### src/sv/rghn_pkg.sv
// shared types and constants of the histogram normalizer
package rghn_pkg;

  localparam int unsigned CountWidth    = 24;
  localparam int unsigned BinCount      = 256;
  localparam int unsigned LevelFracBits = 15;
  localparam int unsigned BinWidth      = 8;
  localparam int unsigned LevelWidth    = 16;

  localparam logic [1:0] FuncClear = 2'd0;
  localparam logic [1:0] FuncPixel = 2'd1;
  localparam logic [1:0] FuncRead  = 2'd2;

  // control handed from the top level to the divider lanes
  typedef struct packed {
    logic start;
    logic zero_max;
  } div_ctrl_t;

endpackage

### src/sv/rghn_div_lane.sv
// one restoring divider lane: floor(count * 2^F / max), saturated at one
module rghn_div_lane #(
  parameter int unsigned COUNT_WIDTH     = 24,
  parameter int unsigned LEVEL_FRAC_BITS = 15
) (
  input  logic                          clk_i,
  input  logic                          rst_ni,
  input  rghn_pkg::div_ctrl_t           ctrl_i,
  input  logic [COUNT_WIDTH+1:0]        count_i,
  input  logic [COUNT_WIDTH-1:0]        max_i,
  output logic                          busy_o,
  output logic [rghn_pkg::LevelWidth-1:0] level_o
);
  import rghn_pkg::*;

  localparam int unsigned NumW  = COUNT_WIDTH + 2 + LEVEL_FRAC_BITS;
  localparam int unsigned StepW = $clog2(NumW + 1);
  localparam int unsigned RemW  = COUNT_WIDTH + 1;
  localparam logic [NumW-1:0] One = NumW'(1) << LEVEL_FRAC_BITS;

  logic [NumW-1:0]  num_q, num_d, quo_q, quo_d;
  logic [RemW-1:0]  rem_q, rem_d;
  logic [StepW-1:0] step_q, step_d;
  logic             busy_q, busy_d, zero_q, zero_d;
  logic [RemW-1:0]  trial;
  logic [NumW-1:0]  sat;

  always_comb begin
    num_d  = num_q;
    quo_d  = quo_q;
    rem_d  = rem_q;
    step_d = step_q;
    busy_d = busy_q;
    zero_d = zero_q;
    trial  = {rem_q[RemW-2:0], num_q[NumW-1]};
    if (ctrl_i.start) begin
      num_d  = NumW'(count_i) << LEVEL_FRAC_BITS;
      quo_d  = '0;
      rem_d  = '0;
      step_d = StepW'(NumW);
      busy_d = 1'b1;
      zero_d = ctrl_i.zero_max;
    end else if (busy_q) begin
      num_d = num_q << 1;
      if (trial >= RemW'(max_i)) begin
        rem_d = trial - RemW'(max_i);
        quo_d = {quo_q[NumW-2:0], 1'b1};
      end else begin
        rem_d = trial;
        quo_d = {quo_q[NumW-2:0], 1'b0};
      end
      step_d = step_q - 1'b1;
      if (step_q == StepW'(1)) busy_d = 1'b0;
    end
  end

  always_ff @(posedge clk_i or negedge rst_ni) begin
    if (!rst_ni) begin
      busy_q <= 1'b0;
      step_q <= '0;
    end else begin
      busy_q <= busy_d;
      step_q <= step_d;
    end
  end

  always_ff @(posedge clk_i) begin
    num_q  <= num_d;
    quo_q  <= quo_d;
    rem_q  <= rem_d;
    zero_q <= zero_d;
  end

  assign sat     = (quo_q > One) ? One : quo_q;
  assign busy_o  = busy_q;
  assign level_o = zero_q ? '0 : sat[LevelWidth-1:0];
endmodule
### config.mk
export PLATFORM = sky130hd
export DESIGN_NAME = rghn_div_lane
export DESIGN_NICKNAME = d
export VERILOG_FILES = /design/src/sv/rghn_pkg.sv /design/src/sv/rghn_div_lane.sv
export SDC_FILE = /design/constraint.sdc
export NUM_CORES = 1
export LEC_CHECK = 0
export ABC_AREA = 1
export BUFFER_PORTS_ARGS = -buffer_cell sky130_fd_sc_hd__buf_2
export CAP_MARGIN = 25
export CORE_ASPECT_RATIO = 1.75
export CORE_MARGIN = 3
export CORE_UTILIZATION = 35
export DETAILED_ROUTE_END_ITERATION = 8
export SLEW_MARGIN = 20
export SYNTH_ARGS = -nofsm -noshare
export SYNTH_HDL_FRONTEND = slang
export SYNTH_SLANG_ARGS = --single-unit
### constraint.sdc
create_clock -name clk_i -period 2.6 [get_ports clk_i]
set_input_delay 0.78 -clock clk_i [delete_from_list [all_inputs] [get_ports clk_i]]
set_output_delay 0.78 -clock clk_i [all_outputs]
set_load 0.01 [all_outputs]
==> metrics.txt, run 1 <==
FP Rows 62; Worst-path clk slew 80 ps; CTS H-tree lvls 3; commonest non-fill, non-tap cell in the layout nand2_1; via count between 5k and 6k; worst hold path class primary input to asynchronous set/reset pin; Final Hold Viols 0; Pwr Density 807 nW/um^2; Placed Area 6820 sq um; Total Neg Setup Slack -0.241 ps; Worst VDD drop 442 uV; via density per instance 4.65; DR WL/cell 13.0 um; Ports 71; Synth Cell Area 5930 sq um; Die H 178 um; ranking of synthesized cells by area dfxtp_1 (22%), nand2_1 (21%), edfxtp_1 (14%), inv_1 (11%), ha_1 (5.5%); slowest stage delay, CP 330 ps; violated checks negative setup slack; Slew Limit Headroom roughly half; DR iter-0 viols 197; synthesis-stage register bit count 99; critical path class flop to output pin; CTS Buf Count 9; worst setup margin -0.241 ps; Crit. End Element output pin; Fin Clk Skew between 10 and 15 ps; RSZ-0062 raised after global routing true; initial antenna violation count 0; CTS tree built; hold_ws 258 ps; fmax 0.385 GHz; Worst setup SP type flop; placed cells 1201; most frequent cells in the layout nand2_1 (324), inv_1 (172), buf_2 (70); post-layout instance area 7280 sq um; GR Overflow Total 0; Post-DRT Antenna Nets 0; Root Buffer clkbuf_16; Post-Layout Cell Count 1218; dpl ws -142 ps; Critical Path RT approximately 1800 ps; Ys Warns 0; setup violators final 1; DRC violations left 0; GRT Overall Usage 17.3%; Post-Syn Instances 887; max-slew violation count 0; syn_nets between 900 and 1k; largest net degree at the start of global routing 42; postcts setup bufs 0; leading area contributor after synthesis dfxtp_1; Synth Flop Type dfxtp_1; Avg Synthesized Cell Area 6.69 sq um; Synth top area share approximately 22%; area growth from synthesis to layout 22.7%; Post-synth EDFFs 27; status complete, but fails checks; final wirelength between 15 and 20 mm; minimum clock period after layout between 2000 and 3000 ps; CP arrival 1820 ps; first-pass GRT wire length 25.9 mm; PortBufs 70; Initial Util 35.9%; die area about 19000 sq um; worst-path cell chain nor4_2 > nand4_1 > nor2_4 > o21ai_4 > buf_4 > nor3_2 > buf_2; final cycle utilization of the critical path 100%; Critical Path Slowest Stage Cell dfxtp_2; share of cells above drive strength 1 17.2%; Core Area 16500 sq um; vias in the first global route 5606; max-cap viol count 0; fill cell count 1789; Post-synth ARST share ~7%; worst skew pair latency 350 ps; Antenna diodes 0; CTS Sinks 99; Die Wd 104 um; number of hold buffers added after cts 0; Total Nets Final 1070; crit path max fanout 5; LEAKAGE approximately 0.0038 uW; CTS Buffer Depth 2; library cells used by synthesis 33; Placer Congestion 0.928; measured slew at the worst slew-check pin 759 ps; DRT Pass-1 Iters 4; Seq/Total Area, Yosys 38.6%; Post-DP HPWL 12.1 mm
-- per-layer routing --
layer | up-vias | global-route usage [%] | share of wire, %
met5 | - | 0 | 0
met4 | 0 | 8.60 | 3.7
met3 | 36 | 2.61 | 2.6
met2 | 88 | 34.0 | 55
met1 | 2549 | 17.4 | 38
li1 | 2987 | - | -
-- layout make-up --
cell class	count	area, sq um	area share [%]
multi-input cells	581	2960	40.7
inverters	178	668	9.18
well taps	224	280	3.85
repair buffers	120	742	10.2
flip-flops and latches	99	2290	31.5
clock buffers	11	275	3.78
clock inverters	5	61.3	0.843
-- cell usage after synthesis (2+ instances only) --
cell type / n
nor2_2: 2
xor2_1: 2
nor2_1: 39
buf_6: 2
inv_2: 5
nor3_1: 19
nand3b_1: 7
o21ai_0: 7
dfrtp_1: 7
dfxtp_1: 65
a21oi_2: 2
inv_1: 172
edfxtp_1: 27
nor4_1: 8
buf_2: 5
xnor2_1: 8
nand2_2: 2
ha_1: 26
nand3_1: 45
a21oi_1: 13
nand4_1: 29
o22ai_1: 40
clkbuf_1: 22
nand2_1: 324
-- what timing repair did --
item,4_1_cts,5_1_grt
pin swaps,4,5
resized for setup,12,13
cloned,0,1
endpoints found under the setup margin,15,15
-- kinds of logic after synthesis --
kind of cell / Yosys count / synth area share (%)
AOI/OAI and AO/OA: 65 / 6.56
and+or+nand+nor: 479 / 34.1
buffers and inverters: 207 / 13.5
xor gates and xnor gates: 10 / 1.48
DFF: 99 / 38.6
adders and majority gates: 27 / 5.82
-- worst max-delay path: cells and delay by family, from the launching register on --
kind / cells / cell delay, ps
AO/OA/AOI/OAI: 1 / 100
buffers and inverters: 2 / 330
flip-flops: 1 / 330
AND/OR/NAND/NOR: 4 / 700
-- report_power, final --
group	total [uW]	switching (uW)	leakage [uW]	internal (uW)
registers	1910	129	0.000906	1780
logic	2480	1460	0.00269	1020
clock network	1480	681	0.000164	796
-- through the flow --
step | total power [uW] | utilization (%)
floorplan | 3600 | -
global placement | 4390 | 41.3
detailed placement | 4410 | 41.3
CTS | 5910 | 43.6
global route | 6340 | 44.0
finish | 5870 | 44.0
-- final timing paths --
kind                       slack (ps)  depth (start not counted)  startpoint         end
min                               260                          1      rst_ni   step_q[1]
max in group asynchronous        2170                          1      rst_ni      busy_o
max                              -0.2                          7   quo_q[16]  level_o[8]
max reg2reg                       340                         13   num_q[40]   rem_q[18]
min in group clk_i                470                          2   quo_q[40]   quo_q[40]
min reg2reg                       470                          2   quo_q[40]   quo_q[40]
-- registers in the layout (all words and copies together), names as in the netlist --
signal,flops
num_q,26
rem_q,24
quo_q,41
step_q,6
zero_q,1
busy_o,1
Note: power is estimated with default switching activity, not from simulation.
==> inputs of run 2 (changes only) <==
- CORE_ASPECT_RATIO: 1.75 -> 0.6
==> metrics.txt, run 2 (synthesized netlist as in run 1, its figures left out) <==
vias in the first global route 5087 (was 5606); Final Hold Viols 0 (unchanged); worst hold path class primary input to asynchronous set/reset pin (unchanged); Ports 71 (unchanged); CTS Sinks 99 (unchanged); CP arrival 1840 ps (was 1820 ps); commonest non-fill, non-tap cell in the layout nand2_1 (unchanged); Total Nets Final 1061 (was 1070); area growth from synthesis to layout 22.7% (about the same); setup violators final 2 (was 1); first-pass GRT wire length 26.0 mm (was 25.9 mm); DR WL/cell 13.3 um (was 13.0 um); sequential power share 32.9% (was 32.6%); postcts setup bufs 0 (unchanged); Sequential cell area 2290 sq um (about the same); RSZ-0062 raised after global routing true (unchanged); Fin Clk Skew 15.8 ps (was 13.6 ps); Sw Pwr 2270 uW (about the same); RR Endpoint rem_q[14] (was rem_q[18]); CTS Buffer Depth 2 (unchanged); cell family with most CP delay simple AND/OR/NAND/NOR gates (unchanged); largest net degree at the start of global routing 68 (was 42); number of hold buffers added after cts 0 (unchanged); fill cell count 1739 (was 1789); Post-DRT Antenna Nets 0 (unchanged); Critical Path Slowest Stage Cell dfxtp_2 (unchanged); minimum clock period after layout 2620 ps (was 2600 ps); worst-path cell chain nor4_4 > nand3_1 > nor2_4 > o21ai_4 > buf_8 > nor3_4 > buf_2 (was nor4_2 > nand4_1 > nor2_4 > o21ai_4 > buf_4 > nor3_2 > buf_2); worst setup margin -18.5 ps (was -0.241 ps); CTS H-tree lvls 3 (unchanged); combinational fraction of design power 43.3% (was 42.3%); CTS Buf Count 9 (unchanged); Post-Layout Cell Count 1213 (was 1218); die area 18600 sq um (about the same); DRC violations left 0 (unchanged); Top Usage Layer GRT met1 (was met2); Slew Limit Headroom 31.3% (was 49.4%); worst skew pair latency 340 ps (was 350 ps); Pwr Density 802 nW/um^2 (was 807 nW/um^2); crit path max fanout 7 (was 5); Core Area 16400 sq um (was 16500 sq um); max-cap viol count 0 (unchanged); critical path class flop to output pin (unchanged); Antenna diodes 0 (unchanged); slowest stage delay, CP 340 ps (was 330 ps); Worst-path clk slew 80 ps (about the same); initial antenna violation count 0 (unchanged); Crit. End Element output pin (unchanged); Critical Path RT 1820 ps (about the same); Clock Power Share 23.8% (was 25.2%); status complete, but fails checks (unchanged); final wirelength 16.1 mm (was 15.9 mm); biggest regs quo_q x41, num_q x26, rem_q x24 (unchanged); share of cells above drive strength 1 17.5% (was 17.2%); max-slew violation count 0 (unchanged); fmax 0.382 GHz (was 0.385 GHz); cells on worst reg2reg path 13 (unchanged); via density per instance 4.64 (was 4.65); r2r setup slk 440 ps (was 340 ps); Multi-input gate area 3030 sq um (was 2960 sq um); P_int 3570 uW (was 3600 uW); Die H 107 um (was 178 um); CTS tree built (unchanged); DR iter-0 viols 461 (was 197); post-layout instance area 7280 sq um (about the same); reg2reg start num_q[40] (unchanged); measured slew at the worst slew-check pin 1030 ps (was 759 ps); most frequent cells in the layout nand2_1 (324), inv_1 (169), buf_2 (70) (was nand2_1 (324), inv_1 (172), buf_2 (70)); placed cells 1196 (was 1201); Die Wd 174 um (was 104 um); Post-DP HPWL 11.8 mm (was 12.1 mm); number of flip-flops in the largest register 41 (unchanged); Buf+Inv Stages, Crit Path 2 (unchanged); via count 5625 (was 5660); PortBufs 70 (unchanged); violated checks negative setup slack (unchanged); met1 GRT Util 30.0% (was 17.4%); GRT Overall Usage 17.2% (was 17.3%); Placed Area 6770 sq um (was 6820 sq um); met3 Use GR 2.87% (was 2.61%); Worst VDD drop 380 uV (was 442 uV); FP Rows 36 (was 62); Stages on worst setup path 7 (unchanged); final cycle utilization of the critical path 101% (was 100%); switching part of the total 38.9% (was 38.7%); GR Overflow Total 0 (unchanged); Initial Util 36.2% (was 35.9%); DRT Pass-1 Iters 5 (was 4); Largest Register quo_q (unchanged); Root Buffer clkbuf_16 (unchanged); met2 GRT Util 21.0% (was 34.0%); LEAKAGE 0.00374 uW (was 0.00376 uW); Worst setup SP type flop (unchanged); Placer Congestion 0.909 (was 0.928)
[run 2: metal layers]
layer	wire, um	vias to the layer above
li1	-	2964
met3	933	5
met1	9560	2513
met4	63	0
met2	5550	143
met5	0	-
[run 2: stage by stage]
stage               utilization (%)  hold WS [ps]  setup slack [ps]  total power [uW]  setup TNS [ps]
floorplan                         -           429              62.4              3600               0
global placement               41.3           444             -41.9              4390            -341
detailed placement             41.3           458             -53.5              4390           -87.0
CTS                            43.5           256             -14.5              5810           -71.9
global route                   44.4           256              -132              6310           -1500
finish                         44.4           256             -18.5              5840           -36.8
[run 2: how the worst max path moves through the flow]
stage	startpoint	to
floorplan	ctrl_i[1]	num_q[15]
global placement	max_i[21]	rem_q[12]
detailed placement	max_i[0]	rem_q[14]
CTS	quo_q[19]	level_o[2]
global route	quo_q[10]	level_o[8]
finish	quo_q[31]	level_o[9]
[run 2: power groups by stage]
stage                     clock network (uW)  registers, uW  logic (uW)
after CTS                               1420           1910        2470
after global routing                    1490           1940        2870
after detailed placement                   0           1940        2450
after global placement                     0           1940        2440
after floorplan                            0           1910        1700
final                                   1390           1920        2530
[run 2: timing repair]
item / CTS / global route
endpoints found under the hold margin: 0 / 0
endpoints found under the setup margin: 15 / 15
cloned: 1 / 0
pin swaps: 5 / 7
gates resized for setup: 12 / 30
[run 2: layout make-up]
| cell class | instances | share of cell area, % |
|---|---|---|
| Multi-Input combinational cell | 581 | 41.7 |
| Sequential cell | 99 | 31.5 |
| Timing Repair Buffer | 111 | 9.54 |
| Inverter | 178 | 9.18 |
| Tap cell | 228 | 3.92 |
| Clock buffer | 9 | 3.09 |
| Clock inverter | 7 | 1.10 |
[run 2: worst register-to-register path: cells and delay by family (launching register included)]
family | cells | cell delay (ps)
simple gates | 10 | 1080
buf+inv | 1 | 50
fa+ha+maj | 2 | 610
flops | 1 | 320
